**src/sv/swr_pkg.sv**
```systemverilog
package swr_pkg;

    localparam int PAYLOAD_MAX = 32;
    localparam int PL_W        = 6;
    localparam int CNT_W       = $clog2(PAYLOAD_MAX + 1);
    localparam int IDX_W       = (PAYLOAD_MAX > 1) ? $clog2(PAYLOAD_MAX) : 1;
    localparam int ADDR_W      = IDX_W + 1;
    localparam int SUM_W       = IDX_W + 8;
    localparam int LEN_W       = 32;
    localparam int QDEPTH      = 2;

    localparam logic [1:0] KIND_ACK  = 2'd0;
    localparam logic [1:0] KIND_NACK = 2'd1;
    localparam logic [1:0] KIND_BYTE = 2'd2;

    // response job handed from front to back
    typedef struct packed {
        logic             is_ack;
        logic             done;
        logic [LEN_W-1:0] msg_len;
        logic [CNT_W-1:0] count;
        logic             bank;
    } t_job;

    // store write port
    typedef struct packed {
        logic              en;
        logic [ADDR_W-1:0] addr;
        logic [7:0]        data;
    } t_wr;

    // bank release from back to front
    typedef struct packed {
        logic en;
        logic bank;
    } t_rel;

endpackage

```
**src/sv/swr_if.sv**
```systemverilog
interface swr_in_if;
    import swr_pkg::*;
    logic                valid;
    logic                ready;
    logic                func;
    logic [7:0]          payload_byte;
    logic [PL_W-1:0]     pkt_len;
    logic signed [31:0]  claimed_checksum;
    logic                is_last_packet;

    modport source (output valid, func, payload_byte, pkt_len,
                    claimed_checksum, is_last_packet, input ready);
    modport sink   (input valid, func, payload_byte, pkt_len,
                    claimed_checksum, is_last_packet, output ready);
endinterface

interface swr_out_if;
    import swr_pkg::*;
    logic             valid;
    logic             ready;
    logic [1:0]       result_kind;
    logic [7:0]       data_byte;
    logic             message_done;
    logic [LEN_W-1:0] message_length;
    logic             run_last;

    modport source (output valid, result_kind, data_byte, message_done,
                    message_length, run_last, input ready);
    modport sink   (input valid, result_kind, data_byte, message_done,
                    message_length, run_last, output ready);
endinterface

```
**src/sv/swr_fifo.sv**
```systemverilog
module swr_fifo (
    input  logic          i_clk,
    input  logic          i_rst_n,
    input  logic          i_push,
    input  swr_pkg::t_job i_data,
    input  logic          i_pop,
    output swr_pkg::t_job o_data,
    output logic          o_full,
    output logic          o_empty
);
    import swr_pkg::*;

    localparam int PTR_W = (QDEPTH > 1) ? $clog2(QDEPTH) : 1;
    localparam int CT_W  = $clog2(QDEPTH + 1);

    t_job             r_q [QDEPTH];
    logic [PTR_W-1:0] r_wr, r_rd;
    logic [CT_W-1:0]  r_cnt;

    function automatic logic [PTR_W-1:0] inc(input logic [PTR_W-1:0] p);
        logic [PTR_W-1:0] q;
        q = (p == PTR_W'(QDEPTH - 1)) ? '0 : p + 1'b1;
        return q;
    endfunction

    assign o_full  = (r_cnt == CT_W'(QDEPTH));
    assign o_empty = (r_cnt == '0);
    assign o_data  = r_q[r_rd];

    always_ff @(posedge i_clk) begin
        if (i_push) begin
            r_q[r_wr] <= i_data;
        end
    end

    always_ff @(posedge i_clk) begin
        if (!i_rst_n) begin
            r_wr  <= '0;
            r_rd  <= '0;
            r_cnt <= '0;
        end else begin
            if (i_push) r_wr <= inc(r_wr);
            if (i_pop)  r_rd <= inc(r_rd);
            if (i_push && !i_pop) r_cnt <= r_cnt + 1'b1;
            else if (!i_push && i_pop) r_cnt <= r_cnt - 1'b1;
        end
    end

endmodule

```
**src/sv/swr_front.sv**
```systemverilog
module swr_front (
    input  logic          i_clk,
    input  logic          i_rst_n,
    swr_in_if.sink        i_in,
    output logic          o_push,
    output swr_pkg::t_job o_job,
    input  logic          i_full,
    output swr_pkg::t_wr  o_wr,
    input  swr_pkg::t_rel i_rel
);
    import swr_pkg::*;

    logic                    r_pend, n_pend;
    logic [CNT_W-1:0]        r_seen, n_seen;
    logic [CNT_W-1:0]        r_exp, n_exp;
    logic signed [SUM_W-1:0] r_sum, n_sum;
    logic [31:0]             r_chk, n_chk;
    logic                    r_last, n_last;
    logic [LEN_W-1:0]        r_total, n_total;
    logic                    r_wbank, n_wbank;
    logic [1:0]              r_busy, n_busy;

    logic                    accept;
    logic [CNT_W-1:0]        len_c;
    logic                    fin;
    logic signed [SUM_W-1:0] f_sum;
    logic [31:0]             f_chk;
    logic                    f_last;
    logic [CNT_W-1:0]        f_len;
    logic                    match;
    logic [LEN_W:0]          sat;
    logic [LEN_W-1:0]        tot;

    assign i_in.ready = !i_full && !r_busy[r_wbank];
    assign accept     = i_in.valid && i_in.ready;

    always_comb begin
        if (i_in.pkt_len > PL_W'(PAYLOAD_MAX)) len_c = CNT_W'(PAYLOAD_MAX);
        else len_c = i_in.pkt_len[CNT_W-1:0];
    end

    always_comb begin
        n_pend  = r_pend;
        n_seen  = r_seen;
        n_exp   = r_exp;
        n_sum   = r_sum;
        n_chk   = r_chk;
        n_last  = r_last;
        n_total = r_total;
        n_wbank = r_wbank;
        n_busy  = r_busy;
        o_push  = 1'b0;
        o_job   = '0;
        o_wr    = '0;
        fin     = 1'b0;
        f_sum   = '0;
        f_chk   = r_chk;
        f_last  = r_last;
        f_len   = r_exp;
        match   = 1'b0;
        sat     = '0;
        tot     = '0;

        if (i_rel.en) n_busy[i_rel.bank] = 1'b0;

        if (accept) begin
            if (!i_in.func) begin
                // header restarts the packet, open or not
                n_chk  = i_in.claimed_checksum;
                n_last = i_in.is_last_packet;
                n_exp  = len_c;
                n_seen = '0;
                n_sum  = '0;
                n_pend = 1'b1;
                if (len_c == '0) begin
                    fin    = 1'b1;
                    f_chk  = i_in.claimed_checksum;
                    f_last = i_in.is_last_packet;
                    f_len  = '0;
                end
            end else if (r_pend) begin
                o_wr.en   = 1'b1;
                o_wr.addr = {r_wbank, r_seen[IDX_W-1:0]};
                o_wr.data = i_in.payload_byte;
                n_sum  = r_sum + {{(SUM_W-8){i_in.payload_byte[7]}}, i_in.payload_byte};
                n_seen = r_seen + 1'b1;
                if (n_seen >= r_exp) begin
                    fin   = 1'b1;
                    f_sum = n_sum;
                end
            end
        end

        if (fin) begin
            n_pend = 1'b0;
            o_push = 1'b1;
            match  = ({{(32-SUM_W){f_sum[SUM_W-1]}}, f_sum} == f_chk);
            if (!match) begin
                o_job.is_ack  = 1'b0;
                o_job.msg_len = r_total;
            end else begin
                sat = {1'b0, r_total} + (LEN_W+1)'(f_len);
                tot = sat[LEN_W] ? '1 : sat[LEN_W-1:0];
                o_job.is_ack  = 1'b1;
                o_job.done    = f_last;
                o_job.msg_len = tot;
                o_job.count   = f_len;
                o_job.bank    = r_wbank;
                n_total = f_last ? '0 : tot;
                if (f_len != '0) begin
                    // bank now belongs to the back until drained
                    n_busy[r_wbank] = 1'b1;
                    n_wbank = ~r_wbank;
                end
            end
        end
    end

    always_ff @(posedge i_clk) begin
        if (!i_rst_n) begin
            r_pend  <= 1'b0;
            r_seen  <= '0;
            r_exp   <= '0;
            r_sum   <= '0;
            r_chk   <= '0;
            r_last  <= 1'b0;
            r_total <= '0;
            r_wbank <= 1'b0;
            r_busy  <= '0;
        end else begin
            r_pend  <= n_pend;
            r_seen  <= n_seen;
            r_exp   <= n_exp;
            r_sum   <= n_sum;
            r_chk   <= n_chk;
            r_last  <= n_last;
            r_total <= n_total;
            r_wbank <= n_wbank;
            r_busy  <= n_busy;
        end
    end

endmodule

```
**src/sv/swr_back.sv**
```systemverilog
module swr_back (
    input  logic          i_clk,
    input  logic          i_rst_n,
    input  swr_pkg::t_job i_job,
    input  logic          i_empty,
    output logic          o_pop,
    input  swr_pkg::t_wr  i_wr,
    output swr_pkg::t_rel o_rel,
    swr_out_if.source     o_res
);
    import swr_pkg::*;

    localparam logic [1:0] S_IDLE = 2'd0;
    localparam logic [1:0] S_RD   = 2'd1;
    localparam logic [1:0] S_BYTE = 2'd2;

    typedef struct packed {
        logic [1:0]       kind;
        logic [7:0]       data;
        logic             done;
        logic [LEN_W-1:0] len;
        logic             last;
    } t_result;

    logic [7:0]       r_mem [2*PAYLOAD_MAX];
    logic [7:0]       r_rdata;

    logic [1:0]       r_state, n_state;
    logic             r_bank, n_bank;
    logic [CNT_W-1:0] r_idx, n_idx;
    logic [CNT_W-1:0] r_cnt, n_cnt;
    logic             r_ovalid, n_ovalid;
    t_result          r_out, n_out;

    logic             take, free, load, is_end;

    // packet store, two banks
    always_ff @(posedge i_clk) begin
        if (i_wr.en) r_mem[i_wr.addr] <= i_wr.data;
        r_rdata <= r_mem[{r_bank, r_idx[IDX_W-1:0]}];
    end

    assign take   = r_ovalid && o_res.ready;
    assign free   = !r_ovalid || take;
    assign is_end = (r_idx + 1'b1 == r_cnt);

    always_comb begin
        n_state = r_state;
        n_bank  = r_bank;
        n_idx   = r_idx;
        n_cnt   = r_cnt;
        n_out   = r_out;
        o_pop   = 1'b0;
        o_rel   = '0;
        load    = 1'b0;
        unique case (r_state)
            S_IDLE: begin
                if (!i_empty && free) begin
                    o_pop      = 1'b1;
                    load       = 1'b1;
                    n_out.kind = i_job.is_ack ? KIND_ACK : KIND_NACK;
                    n_out.data = '0;
                    n_out.done = i_job.is_ack && i_job.done;
                    n_out.len  = i_job.msg_len;
                    n_out.last = !i_job.is_ack || (i_job.count == '0);
                    if (i_job.is_ack && i_job.count != '0) begin
                        n_bank  = i_job.bank;
                        n_idx   = '0;
                        n_cnt   = i_job.count;
                        n_state = S_RD;
                    end
                end
            end
            S_RD: n_state = S_BYTE;
            S_BYTE: begin
                if (free) begin
                    load       = 1'b1;
                    n_out.kind = KIND_BYTE;
                    n_out.data = r_rdata;
                    n_out.done = 1'b0;
                    n_out.len  = '0;
                    n_out.last = is_end;
                    if (is_end) begin
                        o_rel.en   = 1'b1;
                        o_rel.bank = r_bank;
                        n_state    = S_IDLE;
                    end else begin
                        n_idx   = r_idx + 1'b1;
                        n_state = S_RD;
                    end
                end
            end
            default: n_state = S_IDLE;
        endcase
        n_ovalid = load ? 1'b1 : (take ? 1'b0 : r_ovalid);
    end

    always_ff @(posedge i_clk) begin
        if (!i_rst_n) begin
            r_state  <= S_IDLE;
            r_bank   <= 1'b0;
            r_idx    <= '0;
            r_cnt    <= '0;
            r_ovalid <= 1'b0;
        end else begin
            r_state  <= n_state;
            r_bank   <= n_bank;
            r_idx    <= n_idx;
            r_cnt    <= n_cnt;
            r_ovalid <= n_ovalid;
        end
    end

    always_ff @(posedge i_clk) begin
        r_out <= n_out;
    end

    assign o_res.valid          = r_ovalid;
    assign o_res.result_kind    = r_out.kind;
    assign o_res.data_byte      = r_out.data;
    assign o_res.message_done   = r_out.done;
    assign o_res.message_length = r_out.len;
    assign o_res.run_last       = r_out.last;

endmodule

```
**src/sv/stop_and_wait_receiver.sv**
```systemverilog
// Channel  Dir  Handshake     Item
// i_in     in   valid/ready   header (checksum, length, last flag) or payload byte
// o_res    out  valid/ready   ACK, NACK or delivered payload byte
//
// Input: one item per cycle while not stalled; headers and bytes alike.
// Output: each delivered byte passes through states S_RD and S_BYTE (store read
// port is registered, one read per byte).
// Input stalls when the job queue (two entries) is full, or when the store
// bank the next packet would fill is still being drained.
// Reset: synchronous, active low; the store itself is not cleared.
module stop_and_wait_receiver (
    input  logic      i_clk,
    input  logic      i_rst_n,
    swr_in_if.sink    i_in,
    swr_out_if.source o_res
);
    import swr_pkg::*;

    // front -> queue -> back
    logic push, pop, full, empty;
    t_job job_in, job_out;
    t_wr  wr;       // byte writes into the two-bank store
    t_rel rel;      // back hands a drained bank back to the front

    // classify items, keep checksum state, fill the store
    swr_front u_front (
        .i_clk   (i_clk),
        .i_rst_n (i_rst_n),
        .i_in    (i_in),
        .o_push  (push),
        .o_job   (job_in),
        .i_full  (full),
        .o_wr    (wr),
        .i_rel   (rel)
    );

    // response jobs, in packet order
    swr_fifo u_fifo (
        .i_clk   (i_clk),
        .i_rst_n (i_rst_n),
        .i_push  (push),
        .i_data  (job_in),
        .i_pop   (pop),
        .o_data  (job_out),
        .o_full  (full),
        .o_empty (empty)
    );

    // emit ACK/NACK, then drain the packet's bytes
    swr_back u_back (
        .i_clk   (i_clk),
        .i_rst_n (i_rst_n),
        .i_job   (job_out),
        .i_empty (empty),
        .o_pop   (pop),
        .i_wr    (wr),
        .o_rel   (rel),
        .o_res   (o_res)
    );

endmodule
```
**src/flat_wrapper.sv**
```systemverilog
// flat-port wrapper written by rule: the top's interface ports become plain ports
module stop_and_wait_receiver_flat import swr_pkg::*;
  (i_clk, i_rst_n, i_in_valid, i_in_func, i_in_payload_byte, i_in_pkt_len, i_in_claimed_checksum, i_in_is_last_packet, i_in_ready, o_res_valid, o_res_result_kind, o_res_data_byte, o_res_message_done, o_res_message_length, o_res_run_last, o_res_ready);
  swr_in_if i_in_i ();
  swr_out_if o_res_i ();
  input  logic i_clk;
  input  logic i_rst_n;
  input wire logic [$bits(i_in_i.valid)-1:0] i_in_valid;
  input wire logic [$bits(i_in_i.func)-1:0] i_in_func;
  input wire logic [$bits(i_in_i.payload_byte)-1:0] i_in_payload_byte;
  input wire logic [$bits(i_in_i.pkt_len)-1:0] i_in_pkt_len;
  input wire logic [$bits(i_in_i.claimed_checksum)-1:0] i_in_claimed_checksum;
  input wire logic [$bits(i_in_i.is_last_packet)-1:0] i_in_is_last_packet;
  output wire logic [$bits(i_in_i.ready)-1:0] i_in_ready;
  output wire logic [$bits(o_res_i.valid)-1:0] o_res_valid;
  output wire logic [$bits(o_res_i.result_kind)-1:0] o_res_result_kind;
  output wire logic [$bits(o_res_i.data_byte)-1:0] o_res_data_byte;
  output wire logic [$bits(o_res_i.message_done)-1:0] o_res_message_done;
  output wire logic [$bits(o_res_i.message_length)-1:0] o_res_message_length;
  output wire logic [$bits(o_res_i.run_last)-1:0] o_res_run_last;
  input wire logic [$bits(o_res_i.ready)-1:0] o_res_ready;
  assign i_in_i.valid = i_in_valid;
  assign i_in_i.func = i_in_func;
  assign i_in_i.payload_byte = i_in_payload_byte;
  assign i_in_i.pkt_len = i_in_pkt_len;
  assign i_in_i.claimed_checksum = i_in_claimed_checksum;
  assign i_in_i.is_last_packet = i_in_is_last_packet;
  assign i_in_ready = i_in_i.ready;
  assign o_res_valid = o_res_i.valid;
  assign o_res_result_kind = o_res_i.result_kind;
  assign o_res_data_byte = o_res_i.data_byte;
  assign o_res_message_done = o_res_i.message_done;
  assign o_res_message_length = o_res_i.message_length;
  assign o_res_run_last = o_res_i.run_last;
  assign o_res_i.ready = o_res_ready;
  stop_and_wait_receiver u_core (.i_clk(i_clk), .i_rst_n(i_rst_n), .i_in(i_in_i), .o_res(o_res_i));
endmodule
```
**config.mk**
```make
export PLATFORM = sky130hd
export DESIGN_NAME = stop_and_wait_receiver_flat
export DESIGN_NICKNAME = d
export VERILOG_FILES = /design/src/sv/swr_pkg.sv /design/src/sv/swr_if.sv /design/src/sv/swr_fifo.sv /design/src/sv/swr_front.sv /design/src/sv/swr_back.sv /design/src/sv/stop_and_wait_receiver.sv /design/src/flat_wrapper.sv
export SDC_FILE = /design/constraint.sdc
export NUM_CORES = 1
export LEC_CHECK = 0
export BUFFER_PORTS_ARGS = -buffer_cell sky130_fd_sc_hd__buf_2
export CAP_MARGIN = 20
export CORE_AREA = 3 3 270 272
export DETAILED_ROUTE_END_ITERATION = 10
export DIE_AREA = 0 0 273 275
export PLACE_DENSITY_LB_ADDON = 0.15
export SYNTH_ARGS = -nofsm -noshare
export SYNTH_HDL_FRONTEND = slang
export SYNTH_SLANG_ARGS = --single-unit
```
**constraint.sdc**
```tcl
create_clock -name i_clk -period 7.4 [get_ports i_clk]
set_input_delay 0.74 -clock i_clk [delete_from_list [all_inputs] [get_ports i_clk]]
set_output_delay 0.74 -clock i_clk [all_outputs]
set_load 0.005 [all_outputs]
```
== Yosys cells after proc, flatten, opt, wreduce, memory -nomap -nowiden ==
Memories as Yosys holds them, arrays and structs flattened. A register that Yosys moved wholly into a read port is not among the register bits.
Index checks and enable logic that the tools add are counted.
Widths: inputs -> output; s select.
Storage, ports and cells
  input bits: 52
  output and inout port bits: 46
  memories: 2
  bits in registers: 158
  RAM bits: 594
Memories
  u_core.u_back.r_mem: depth 64, width 8, rd ports 1, clocked after Yosys merged registers in 1, write ports 1, RTL line swr_back.sv:25  | logic [7:0] r_mem [2*PAYLOAD_MAX];
  u_core.u_fifo.r_q: depth 2, width 41, rd ports 1, clocked after Yosys merged registers in 1, write ports 1, RTL line swr_fifo.sv:16  | t_job r_q [QDEPTH];
Operators by class
  bitwise logic cells: 6
  $lt $le $gt $ge: 6
  equality and inequality tests: 10
  reduce and logical (&&, ||, !) cells: 37
  add/sub/neg operators: 8
  muxes and demuxes: 77
Operators by type and width (number)
  $mux 32: 6
  $mux 44: 2
  $pmux 44 s2: 1
  $mux 13: 6
  $mux 6: 10
  $mux 15: 3
  $mux 41: 1
  $add 32x6->33: 1
  $eq 32x32->1: 1
  $mux 1: 30
  $mux 2: 12
  $add 13x13->13: 1
  $add 6x1->6 const B: 2
  $logic_not 6->1: 2
  $pmux 6 s2: 1
  $reduce_and 3->1: 4
  $reduce_bool 6->1: 2
  $logic_and 1x1->1: 10
  $ne 2x2->1 const B: 4
  $logic_not 1->1: 7
  $mux 7: 1
  $eq 6x6->1: 1
  $ge 6x6->1: 1
  $gt 6x6->1 const B: 1
  21 further kinds: 34

== Longest topological paths before layout ==
Gate-level depths: netlist (run 1).
  depth after elaboration: 16
  gate-level depth with buffers: 20

== Modules after synthesis ==
From an unflattened synthesis (run 1), not the netlist that was laid out.
Unflattened totals
  cell total of the unflattened synthesis: 2181
  area, all modules: 32354.8 µm²
Modules (own cells, without submodules)
  swr_back: times used 1, cells each 1138, area each 22555.4 µm², sequential area each 17176.5 µm²
  swr_front: times used 1, cells each 893, area each 6631.4 µm², sequential area each 1881.8 µm²
  swr_fifo: times used 1, cells each 150, area each 3168.0 µm², sequential area each 2562.5 µm²

== Least setup slack after synthesis (run 1) ==
No wires, ideal clock.
  path kind: input to register
  start: input port i_in_valid
  end: memory u_core.u_fifo.r_q[0][34] in the netlist's numbering (data pin)
  stages: 17
  setup time: 0.191 ns
  arrival: 4.566 ns
  buffers on the path: 3
  slack: 2.643 ns
  cell sequence: inv_1 > or4_1 > buf_2 > nor2_8 > buf_4 > clkbuf_1 > nor2_1 > ha_1 > a21o_1 > a2111oi_0 > nor4_1 > nand3_1 > nor2_1 > and2_1 > or2_2 > a21oi_1 > a311oi_1
RTL lines
  start, declared: RTL line flat_wrapper.sv:8  | input wire logic [$bits(i_in_i.valid)-1:0] i_in_valid;
  end, declared: RTL line swr_fifo.sv:16

== Final worst setup path (run 1) ==
  start: register u_core.u_front.r_seen[2]
  end: register u_core.u_front.r_total[17]
Between the ends
  cells in the longest elaborated chain, start to end: 8
  elaborated cells on any way between the ends: 12
  those cells by class: 1 x add/sub; 1 x order compare; 1 x eq/ne; 8 x mux; 1 x reduce/logical
Ends and longest elaborated chain
  start, declared: RTL line swr_front.sv:14  | logic [CNT_W-1:0] r_seen, n_seen;
  start signal, assigned: RTL line swr_front.sv:132  | r_seen <= n_seen;
  $add 6x1->6 *: RTL line swr_front.sv:86  | n_seen = r_seen + 1'b1;
  $ge 6x6->1 *: RTL line swr_front.sv:87  | if (n_seen >= r_exp) begin
  $mux 13: RTL line swr_front.sv:87
  $mux 13: RTL line swr_front.sv:81  | end else if (r_pend) begin
  $mux 13: RTL line swr_front.sv:67  | if (!i_in.func) begin
  $mux 13: RTL line swr_front.sv:66  | if (accept) begin
  $eq 32x32->1: RTL line swr_front.sv:97  | match = ({{(32-SUM_W){f_sum[SUM_W-1]}}, f_sum} == f_chk);
  $reduce_and 2->1 (no line) *
  end signal, assigned: RTL line swr_front.sv:137  | r_total <= n_total;
  end, declared: RTL line swr_front.sv:19  | logic [LEN_W-1:0] r_total, n_total;
Mark *: on every way between the ends. The rest lies on a longest branch, timed or not.
A chain may end at the register's enable or synchronous reset.

==> results of run 1 <==
## final timing paths
kind | start | endpoint
min reg2reg | u_core.u_front.r_chk[2]$_SDFFE_PN0P_ | u_core.u_front.r_chk[2]$_SDFFE_PN0P_
max | u_core.u_front.r_seen[2]$_SDFFE_PN0P_ | u_core.u_front.r_total[17]$_SDFFE_PN0P_
max reg2reg | u_core.u_front.r_seen[2]$_SDFFE_PN0P_ | u_core.u_front.r_total[17]$_SDFFE_PN0P_
min | i_in_claimed_checksum[28] | u_core.u_front.r_chk[28]$_SDFFE_PN0P_
## worst max-delay path: stages, from the launching register on
cell and delay [ps]:
sky130_fd_sc_hd__dfxtp_1 520, sky130_fd_sc_hd__nand3_1 330, sky130_fd_sc_hd__nor2_1 220, sky130_fd_sc_hd__xor2_1 200
sky130_fd_sc_hd__ha_1 290, sky130_fd_sc_hd__and3_1 190, sky130_fd_sc_hd__a221oi_1 840, sky130_fd_sc_hd__nor2_1 280
sky130_fd_sc_hd__o21ai_0 200, sky130_fd_sc_hd__a21oi_1 240, sky130_fd_sc_hd__nor4b_4 510, sky130_fd_sc_hd__nor4b_4 350
sky130_fd_sc_hd__buf_4 430, sky130_fd_sc_hd__and2_0 830, sky130_fd_sc_hd__a311oi_1 210
## cell families after synthesis
group,count (synthesis),synth area share (%)
flops,761,68.0
simple gates,574,8.64
fa+ha+maj,30,1.23
compound gates,286,5.77
mux,224,13.7
xor+xnor,31,0.854
buf+inv,141,1.77
## report_power, final
part | switching [mW] | internal [mW]
Sequential | 0.0761 | 4.83
Combinational | 0.484 | 0.292
Clock | 1.67 | 2.25
## flip-flops by register name, summed over array words and instances, names as in the netlist, 8 cells and up, named ones only
signal and count:
u_core.u_back.r_mem 512, u_core.u_fifo.r_q 82, u_core.u_back.o_res.message_length 32, u_core.u_front.r_chk 32
u_core.u_front.r_total 32, u_core.u_front.r_sum 13, u_core.u_back.o_res.data_byte 8, u_core.u_back.r_rdata 8
## layout make-up
class,instances,area [um2],share of cell area [%]
clock buffer,114,2210,6.17
clock inverter,33,339,0.945
inverter,28,105,0.293
multi-input combinational,1145,9650,26.9
sequential,761,21600,60.3
tap,950,1190,3.31
timing repair buffer,130,743,2.07
## metrics by stage
| stage | setup slack, ps | area (um2) | instances | util [%] | hold WS (ps) |
|---|---|---|---|---|---|
| 2_1_floorplan | 2640 | 31800 | 2047 | - | 432 |
| 3_3_place_gp | 1790 | 33300 | 3012 | 46.9 | 445 |
| 3_5_place_dp | 1580 | 33300 | 3012 | 46.9 | 448 |
| 4_1_cts | 1570 | 35800 | 3159 | 50.5 | 328 |
| 5_1_grt | 1090 | 35900 | 3161 | 50.5 | 354 |
| 6_report | 1560 | 35900 | 3161 | 50.5 | 365 |
## cells in the final DEF, fill, tap and decap left out, types with 24 or more instances in the layout
master,n
sky130_fd_sc_hd__mux2i_1,53
sky130_fd_sc_hd__edfxtp_1,638
sky130_fd_sc_hd__dfxtp_1,119
sky130_fd_sc_hd__mux4_2,168
sky130_fd_sc_hd__nand3_1,39
sky130_fd_sc_hd__buf_4,31
sky130_fd_sc_hd__a211oi_1,48
sky130_fd_sc_hd__nand2_1,137
sky130_fd_sc_hd__inv_1,27
sky130_fd_sc_hd__clkbuf_1,28
sky130_fd_sc_hd__clkbuf_16,82
sky130_fd_sc_hd__a21oi_1,130
sky130_fd_sc_hd__buf_2,97
sky130_fd_sc_hd__ha_1,28
sky130_fd_sc_hd__nor3_1,25
sky130_fd_sc_hd__o21ai_0,24
sky130_fd_sc_hd__nor2_1,219
## metal layers
metal / track usage [%] / vias to the layer above / wire, um
met2: 32.5 / 512 / 36000
met1: 27.7 / 9361 / 32700
li1: - / 8233 / -
met3: 2.95 / 100 / 3820
met4: 5.45 / 0 / 1510
met5: 0 / - / 0
==> results.md, run 1 <==
- **core area** 71000 um2
- **total power draw** 9.60 mW
- **Min-Delay Path Class** in2reg
- **Area growth, synth to finish** 12.9%
- **number of distinct library cells after synthesis** 75
- **count of hold buffers inserted by post-cts repair** 0
- **first-pass GRT wire length** 113000 um
- **layout cells sized above 1** 20.2%
- **DRC viols** 0
- **ys async rst share** 0%
- **Hold Violations, Final** 0
- **Netlist Area Pre-Place** 31800 um2
- **CTS-repair resized insts** 0
- **row count** 98
- **final routed wirelength across all metal layers** 74100 um
- **kind of critical path** reg2reg
- **Post-Syn Nets** 2129
- **number of max-slew violations in the final report** 0
- **library cell with the largest summed area after synthesis** sky130_fd_sc_hd__edfxtp_1
- **dpl hpwl** 46400 um
- **required time at the endpoint of the critical path** 7860 ps
- **routed vias** 18200
- **Synth top cells by count** sky130_fd_sc_hd__edfxtp_1, sky130_fd_sc_hd__nor2_1, sky130_fd_sc_hd__mux4_2, sky130_fd_sc_hd__nand2_1, sky130_fd_sc_hd__a21oi_1
- **Ports** 98
- **number of detailed-routing iterations run before antenna repair** 5
- **Num Clock Sinks** 761
- **synth warn** 0
- **Max-cap violations** 0
- **biggest fanout along the worst timing path** 36
- **worst slew pin tran** 1210 ps
- **GRT Util Overall** 19.8%
- **power density over the cells** 268 nW/um2
- **number of synthesized flops with an enable pin** 638
- **maximum number of pins on one net before global-route repair** 78
- **sequential-to-total area share from yosys stat** 68.0%
- **width of the chip** 273 um
- **WP data arrival** 6300 ps
- **antenna violations before repair** 0
- **worst-case headroom to the max-slew limit** 18.7%
- **number of filler cells placed in the layout** 5925
- **most used flip-flop cell after synthesis** sky130_fd_sc_hd__edfxtp_1
- **number of input and output port buffers inserted** 97
- **ratio of routed vias to standard cells** 5.76
- **setup TNS** 0 ps
- **Max Root-Sink Buffers** 3
- **post-synthesis sequential element count** 761
- **most frequent cell after synthesis** sky130_fd_sc_hd__edfxtp_1
- **proportion of netlist area held by the largest area contributor** 60.3%
- **number of cells traversed by the worst hold path** 3
- **Routed WL per cell** 23.4 um
- **nets@finish** 2230
- **kind of launch point of the worst setup path** flop
- **number of antenna diodes** 0
- **top achievable clock speed** 0.171 GHz
- **highest ir drop seen on vdd** 0.000165 V
- **effective utilization at floorplan** 44.8%
- **residual overflow from global routing** 0
- **Mapped Cells** 2047
- **insertion delay to the later sink of the worst-skew pair** 630 ps
- **Detail Route Antenna Nets** 0
- **weighted congestion at the end of routability-driven global placement** 0.855
- **type of destination of the critical path** flop
- **H-tree Lvls** 3
- **first-iteration detailed-routing DRC count** 1501
- **post-CTS setup buffers** 0
- **TritonCTS Buffers** 82
- **Total Die Area** 75100 um2
- **leakage** 11.6 nW
- **share of the clock period used by the worst path** 78.9%
- **root buf cell** sky130_fd_sc_hd__clkbuf_16
- **Reg clk slew, reported paths** 60 ps
- **time the worst path needs with I/O delays and setup** 5840 ps
- **average footprint of a synthesized cell** 15.5 um2
- **chip height** 275 um
- **minimum setup slack among reg-to-reg paths** 1560 ps
- **total of endpoints with negative setup slack in the final report** 0
- **cell types occupying the most area after synthesis** sky130_fd_sc_hd__edfxtp_1, sky130_fd_sc_hd__mux4_2, sky130_fd_sc_hd__dfxtp_1
- **status** finished clean
- **r2r worst-path depth** 14
- **RSZ-0062 raised after global routing** no
- **via count of the first global-routing pass** 18100
- **skew final** 23.1 ps
- **clock tree from TritonCTS** done
(Power assumes the default switching activity.)
==> run 2: changes to the inputs <==
clock period = 5.5 ns   (was 7.4 ns; I/O delays follow)
==> run 2 against run 1 <==
Effect of this change:
- first-iteration DRC count is 5.4% higher
- total power is 37% higher
- final area is 0.67% higher
- clock skew is 1.3 ps higher
- register-to-register slack worse by 1200 ps
- maximum frequency is 13% higher
- core utilization is 0.34 points higher
- combinational power is 40% higher
- non-clock buffer count is 9 higher
==> results.md, run 2 (synthesis gave the netlist of run 1 again) <==
- **required time at the endpoint of the critical path** 5900 ps, was 7860 ps
- **net switching fraction of the power** 23.1%, was 23.3%
- **final routed wirelength across all metal layers** 74400 um, was 74100 um
- **ratio of routed vias to standard cells** 5.71, was 5.76
- **routed vias** 18100, was 18200
- **root buf cell** sky130_fd_sc_hd__clkbuf_16, unchanged
- **clock tree from TritonCTS** done, unchanged
- **Min-Delay Path Class** in2reg, unchanged
- **Routed WL per cell** 23.4 um, about the same
- **Max Root-Sink Buffers** 3, unchanged
- **DP Cell Count** 3021, was 3012
- **dpl hpwl** 46700 um, was 46400 um
- **internal power consumption** 10.1 mW, was 7.36 mW
- **kind of critical path** reg2reg, unchanged
- **DRC viols** 0, unchanged
- **largest registers in the final layout** u_core.u_back.r_mem (512), u_core.u_fifo.r_q (82), unchanged
- **Total Die Area** 75100 um2, unchanged
- **nets@finish** 2240, was 2230
- **biggest fanout along the worst timing path** 14, was 36
- **Area growth, synth to finish** 13.6%, was 12.9%
- **worst-path cell chain** mux2_4, or4_1, nor2_8, nor2_1, ha_1, nand3b_1, a21boi_0, o21ai_0, a211oi_1, nand2_1, nor2_1, nand2_1, and2_1, buf_4, a311oi_1, was nand3_1, nor2_1, xor2_1, ha_1, and3_1, a221oi_1, nor2_1, o21ai_0, a21oi_1, nor4b_4, nor4b_4, buf_4, and2_0, a311oi_1
- **total power draw** 13.1 mW, was 9.60 mW
- **H-tree Lvls** 3, unchanged
- **number of max-slew violations in the final report** 0, unchanged
- **Finished Layout Cells** 3176, was 3161
- **cell with the largest stage delay on the worst path** sky130_fd_sc_hd__or4_1, was sky130_fd_sc_hd__a221oi_1
- **highest-count cells in the layout ignoring fill and taps** sky130_fd_sc_hd__edfxtp_1, sky130_fd_sc_hd__nor2_1, sky130_fd_sc_hd__mux4_2, unchanged
- **RSZ-0062 raised after global routing** no, unchanged
- **status** finished clean, unchanged
- **via count of the first global-routing pass** 18200, was 18100
- **maximum number of pins on one net before global-route repair** 106, was 78
- **Ports** 98, unchanged
- **first-pass GRT wire length** 113000 um, about the same
- **Detail Route Antenna Nets** 0, unchanged
- **cell depth of the worst setup path** 15, was 14
- **antenna violations before repair** 2, was 0
- **r2r worst-path depth** 15, was 14
- **highest ir drop seen on vdd** 0.000212 V, was 0.000165 V
- **max FFs per register** 512, unchanged
- **share of the clock period used by the worst path** 93.9%, was 78.9%
- **sequential share of power** 50.3%, was 51.1%
- **number of antenna diodes** 0, unchanged
- **setup TNS** 0 ps, unchanged
- **effective utilization at floorplan** 44.8%, unchanged
- **residual overflow from global routing** 0, unchanged
- **kind of launch point of the worst setup path** flop, unchanged
- **width of the chip** 273 um, unchanged
- **proportion of power drawn by combinational gates** 8.3%, was 8.1%
- **worst-case headroom to the max-slew limit** 27.0%, was 18.7%
- **Max-cap violations** 0, unchanged
- **most common library cell in the layout ignoring fill and taps** sky130_fd_sc_hd__edfxtp_1, unchanged
- **delay of the slowest cell on the worst path** 780 ps, was 840 ps
- **weighted congestion at the end of routability-driven global placement** 0.845, was 0.855
- **row count** 98, unchanged
- **Largest Register** u_core.u_back.r_mem, unchanged
- **power density over the cells** 363 nW/um2, was 268 nW/um2
- **Num Clock Sinks** 761, unchanged
- **leakage** 11.7 nW, was 11.6 nW
- **GRT Util Overall** 19.9%, was 19.8%
- **skew final** 24.4 ps, was 23.1 ps
- **number of cells traversed by the worst hold path** 3, unchanged
- **number of input and output port buffers inserted** 97, unchanged
- **TritonCTS Buffers** 82, unchanged
- **sw power** 3.03 mW, was 2.23 mW
- **WP data arrival** 5560 ps, was 6300 ps
- **Hold Violations, Final** 0, unchanged
- **number of detailed-routing iterations run before antenna repair** 5, unchanged
- **core area** 71000 um2, unchanged
- **Critical path buffers and inverters** 1, unchanged
- **worst slew pin tran** 1090 ps, was 1210 ps
- **total of endpoints with negative setup slack in the final report** 0, unchanged
- **insertion delay to the later sink of the worst-skew pair** 630 ps, about the same
- **chip height** 275 um, unchanged
- **type of destination of the critical path** flop, unchanged
- **top achievable clock speed** 0.194 GHz, was 0.171 GHz
- **layout cells sized above 1** 21.0%, was 20.2%
- **Reg clk slew, reported paths** 60 ps, about the same
- **time the worst path needs with I/O delays and setup** 5160 ps, was 5840 ps
- **fraction of power consumed by the clock network** 41.4%, was 40.8%
- **first-iteration detailed-routing DRC count** 1582, was 1501
- **Top Family by Delay on Critical Path** simple AND/OR/NAND/NOR gates, unchanged
[run 2: cell types whose count changed in the layout (fill, tap and decap cells not counted), sizes merged]
cell and change:
clkbuf -10, clkinvlp +3, buf +10, inv -4, clkinv +13, bufinv +2, nor2 +1
[run 2: metrics by stage]
step / setup slack (ps) / area [um2] / hold WS, ps / util (%)
6_report: 338 / 36100 / 178 / 50.9
5_1_grt: 17.3 / 36100 / 153 / 50.9
2_1_floorplan: 794 / 31800 / 432 / -
3_5_place_dp: 262 / 33400 / 455 / 47.0
4_1_cts: 244 / 36100 / 146 / 50.8
3_3_place_gp: 377 / 33400 / 444 / 47.0
[run 2: repair_timing]
| item | CTS | global route |
|---|---|---|
| setup endpoints to repair | 0 | 27 |
| hold buffers | 0 | 0 |
| gates resized for setup | 0 | 0 |
| setup buffers | 0 | 0 |
| hold endpoints to repair | 0 | 0 |
[run 2: final timing paths]
kind                                                            from  slack [ps]                                    end
worst max-delay path             u_core.u_front.r_wbank$_SDFFE_PN0P_         340     u_core.u_fifo.r_q[0][27]$_DFFE_PP_
worst min-delay path                       i_in_claimed_checksum[23]         180  u_core.u_front.r_chk[23]$_SDFFE_PN0P_
worst max register to register   u_core.u_front.r_wbank$_SDFFE_PN0P_         340     u_core.u_fifo.r_q[0][27]$_DFFE_PP_
worst min register to register  u_core.u_front.r_chk[2]$_SDFFE_PN0P_         460   u_core.u_front.r_chk[2]$_SDFFE_PN0P_
[run 2: worst min-delay path, stage by stage]
cell	delay, ps
sky130_fd_sc_hd__buf_2	110
sky130_fd_sc_hd__nand2_1	50
sky130_fd_sc_hd__a21oi_1	50
[run 2: power by group through the flow]
stage	sequential, mW	clock (mW)	combinational (mW)
6_report	6.60	5.43	1.09
5_1_grt	6.62	5.80	1.20
4_1_cts	6.61	5.54	1.07
3_5_place_dp	6.73	0	1.07
3_3_place_gp	6.72	0	1.06
2_1_floorplan	6.71	0	0.654
[run 2: per-layer routing]
metal / GRT usage [%] / up-vias / routed length [um]
met5: 0 / - / 0
li1: - / 8251 / -
met3: 3.95 / 130 / 4610
met1: 27.1 / 9208 / 31700
met2: 32.2 / 554 / 35800
met4: 6.81 / 0 / 2340
[run 2: layout make-up]
| class | instances | area [um2] |
|---|---|---|
| clock buffers | 105 | 2240 |
| clock inverters | 47 | 432 |
| fillers | 5914 | 34900 |
| inverters | 28 | 105 |
| multi-input cells | 1146 | 9660 |
| flip-flops and latches | 761 | 21600 |
| well taps | 950 | 1190 |
| repair buffers | 139 | 851 |
==> run 3: changes to the inputs <==
CORE_AREA = 3 3 245 247   (was 3 3 270 272)
DIE_AREA = 0 0 248 250   (was 0 0 273 275)
==> run 3 against run 2 <==
Effect of this change:
- worst setup slack improved by 89 ps
- die area fell by 17%
- non-clock buffer count did not move
- count of clock-buffer cells in the layout shrank 2
- combinational power about the same
- critical path depth shrank 1
- sequential power hardly changed
- hold slack gained 8.0 ps
- global-route usage increased by 3.5 points
==> results.md, run 3 (synthesis gave the netlist of run 1 again) <==
- **status** finished clean, unchanged
- **ratio of routed vias to standard cells** 6.15, was 5.71
- **DRC viols** 0, unchanged
- **Min-Delay Path Class** in2reg, unchanged
- **Detail Route Antenna Nets** 0, unchanged
- **Finished Layout Cells** 2980, was 3176
- **kind of critical path** reg2reg, unchanged
- **first-pass GRT wire length** 110000 um, was 113000 um
- **row count** 88, was 98
- **Max Root-Sink Buffers** 3, unchanged
- **worst-case headroom to the max-slew limit** 32.4%, was 27.0%
- **required time at the endpoint of the critical path** 5870 ps, was 5900 ps
- **Max-cap violations** 0, unchanged
- **time the worst path needs with I/O delays and setup** 5070 ps, was 5160 ps
- **width of the chip** 248 um, was 273 um
- **via count of the first global-routing pass** 18100, was 18200
- **largest registers in the final layout** u_core.u_back.r_mem (512), u_core.u_fifo.r_q (82), unchanged
- **RSZ-0062 raised after global routing** no, unchanged
- **share of the clock period used by the worst path** 92.2%, was 93.9%
- **minimum setup slack among reg-to-reg paths** 430 ps, was 340 ps
- **number of max-slew violations in the final report** 0, unchanged
- **number of detailed-routing iterations run before antenna repair** 6, was 5
- **final routed wirelength across all metal layers** 71300 um, was 74400 um
- **GRT Util Overall** 23.4%, was 19.9%
- **type of destination of the critical path** flop, unchanged
- **effective utilization at floorplan** 55.0%, was 44.8%
- **setup TNS** 0 ps, unchanged
- **chip height** 250 um, was 275 um
- **biggest fanout along the worst timing path** 41, was 14
- **Largest Register** u_core.u_back.r_mem, unchanged
- **root buf cell** sky130_fd_sc_hd__clkbuf_16, unchanged
- **WP data arrival** 5440 ps, was 5560 ps
- **worst-path cell chain** nand3_1, nor2_1, xor2_1, ha_1, and3_1, a221o_1, nand2_1, and4_1, o31ai_1, or3b_4, nor4_4, buf_4, a21oi_1, a211oi_1, was mux2_4, or4_1, nor2_8, nor2_1, ha_1, nand3b_1, a21boi_0, o21ai_0, a211oi_1, nand2_1, nor2_1, nand2_1, and2_1, buf_4, a311oi_1
- **TritonCTS Buffers** 78, was 82
- **leakage** 11.6 nW, was 11.7 nW
- **startpoint of the tightest hold check path** i_in_claimed_checksum[23], unchanged
- **skew final** 31.1 ps, was 24.4 ps
- **FF-to-FF End** u_core.u_fifo.r_q[1][16]$_DFFE_PP_, was u_core.u_fifo.r_q[0][27]$_DFFE_PP_
- **count of hold buffers inserted by post-cts repair** 0, unchanged
- **max FFs per register** 512, unchanged
- **maximum number of pins on one net before global-route repair** 78, was 106
- **first-iteration detailed-routing DRC count** 1825, was 1582
- **top achievable clock speed** 0.197 GHz, was 0.194 GHz
- **number of antenna diodes** 0, unchanged
- **routed vias** 18300, was 18100
- **total of endpoints with negative setup slack in the final report** 0, unchanged
- **dpl hpwl** 44800 um, was 46700 um
- **Area growth, synth to finish** 12.4%, was 13.6%
- **post-CTS setup buffers** 0, unchanged
- **Top Family by Delay on Critical Path** simple AND/OR/NAND/NOR gates, unchanged
- **Critical path buffers and inverters** 1, unchanged
- **Routed WL per cell** 23.9 um, was 23.4 um
- **r2r worst-path depth** 14, was 15
- **cell with the largest stage delay on the worst path** sky130_fd_sc_hd__dfxtp_1, was sky130_fd_sc_hd__or4_1
- **number of cells traversed by the worst hold path** 3, unchanged
- **power density over the cells** 358 nW/um2, was 363 nW/um2
- **total power draw** 12.8 mW, was 13.1 mW
- **DP Cell Count** 2835, was 3021
- **insertion delay to the later sink of the worst-skew pair** 620 ps, was 630 ps
- **CTS-repair resized insts** 0, unchanged
- **nets@finish** 2235, was 2240
- **delay of the slowest cell on the worst path** 550 ps, was 780 ps
- **worst-case hold path end point** u_core.u_front.r_chk[23]$_SDFFE_PN0P_, unchanged
- **Hold Violations, Final** 0, unchanged
- **worst slew pin tran** 988 ps, was 1090 ps
- **highest ir drop seen on vdd** 0.000269 V, was 0.000212 V
- **antenna violations before repair** 1, was 2
- **highest-count cells in the layout ignoring fill and taps** sky130_fd_sc_hd__edfxtp_1, sky130_fd_sc_hd__nor2_1, sky130_fd_sc_hd__mux4_2, unchanged
- **Num Clock Sinks** 761, unchanged
- **weighted congestion at the end of routability-driven global placement** 0.877, was 0.845
- **Crit Reg-Reg Startpoint** u_core.u_front.r_seen[2]$_SDFFE_PN0P_, was u_core.u_front.r_wbank$_SDFFE_PN0P_
- **Total Die Area** 62000 um2, was 75100 um2
- **H-tree Lvls** 3, unchanged
- **layout cells sized above 1** 20.5%, was 21.0%
- **residual overflow from global routing** 0, unchanged
- **Reg clk slew, reported paths** 60 ps, about the same
- **Ports** 98, unchanged
- **clock tree from TritonCTS** done, unchanged
- **number of input and output port buffers inserted** 97, unchanged
- **core area** 57800 um2, was 71000 um2
- **kind of launch point of the worst setup path** flop, unchanged
- **Core Util, Final** 61.8%, was 50.9%
- **most common library cell in the layout ignoring fill and taps** sky130_fd_sc_hd__edfxtp_1, unchanged
run 3: cell count changes in the layout (fill, tap and decap cells not counted), moves of 2 or more:
cell,change
sky130_fd_sc_hd__buf_12,+3
sky130_fd_sc_hd__clkbuf_16,-4
sky130_fd_sc_hd__clkinvlp_4,-4
sky130_fd_sc_hd__buf_4,-3
sky130_fd_sc_hd__clkbuf_1,+2
run 3: cell type report:
class	count	area, um2
clock inverter	39	335
clock buffer	103	2150
inverter	28	105
timing repair buffer	139	888
multi-input combinational	1145	9650
fill	4275	22100
tap	765	957
sequential	761	21600
run 3: metrics by stage:
step / instance area, um2 / worst slack (ps) / hold slack, ps
6_report: 35700 / 427 / 186
5_1_grt: 35700 / 203 / 178
4_1_cts: 35700 / 528 / 150
3_5_place_dp: 33200 / 554 / 450
3_3_place_gp: 33100 / 648 / 442
2_1_floorplan: 31800 / 794 / 432
run 3: worst max path at each step:
| stage | startpoint | endpoint | slack, ps | cells after the start |
|---|---|---|---|---|
| 2_1_floorplan | u_core.u_front.r_wbank$_SDFFE_PN0P_ | u_core.u_fifo.r_q[0][34]$_DFFE_PP_ | 790 | 18 |
| 3_3_place_gp | u_core.u_front.r_seen[0]$_SDFFE_PN0P_ | u_core.u_fifo.r_q[0][16]$_DFFE_PP_ | 650 | 14 |
| 3_5_place_dp | i_in_payload_byte[1] | u_core.u_fifo.r_q[0][16]$_DFFE_PP_ | 550 | 13 |
| 4_1_cts | u_core.u_front.r_seen[2]$_SDFFE_PN0P_ | u_core.u_fifo.r_q[1][16]$_DFFE_PP_ | 530 | 14 |
| 5_1_grt | u_core.u_front.r_seen[0]$_SDFFE_PN0P_ | u_core.u_fifo.r_q[1][16]$_DFFE_PP_ | 200 | 15 |
| 6_report | u_core.u_front.r_seen[2]$_SDFFE_PN0P_ | u_core.u_fifo.r_q[1][16]$_DFFE_PP_ | 430 | 14 |
run 3: worst min-delay path: stages:
cell	delay [ps]
sky130_fd_sc_hd__buf_2	100
sky130_fd_sc_hd__nand2_1	50
sky130_fd_sc_hd__a21oi_1	50
run 3: per-layer routing:
layer	share of wire (%)	wire (um)	GRT usage, %
met5	0	0	0
met4	3.0	2130	7.74
met3	6.0	4250	3.55
met2	49	35200	37.5
met1	42	29700	33.2
run 3: report_power, final:
| part | switching, mW | internal [mW] | leakage, nW |
|---|---|---|---|
| Combinational | 0.660 | 0.415 | 3.49 |
| Clock | 2.13 | 2.99 | 1.21 |
| Sequential | 0.115 | 6.49 | 6.90 |
| Total | 2.91 | 9.89 | 11.6 |
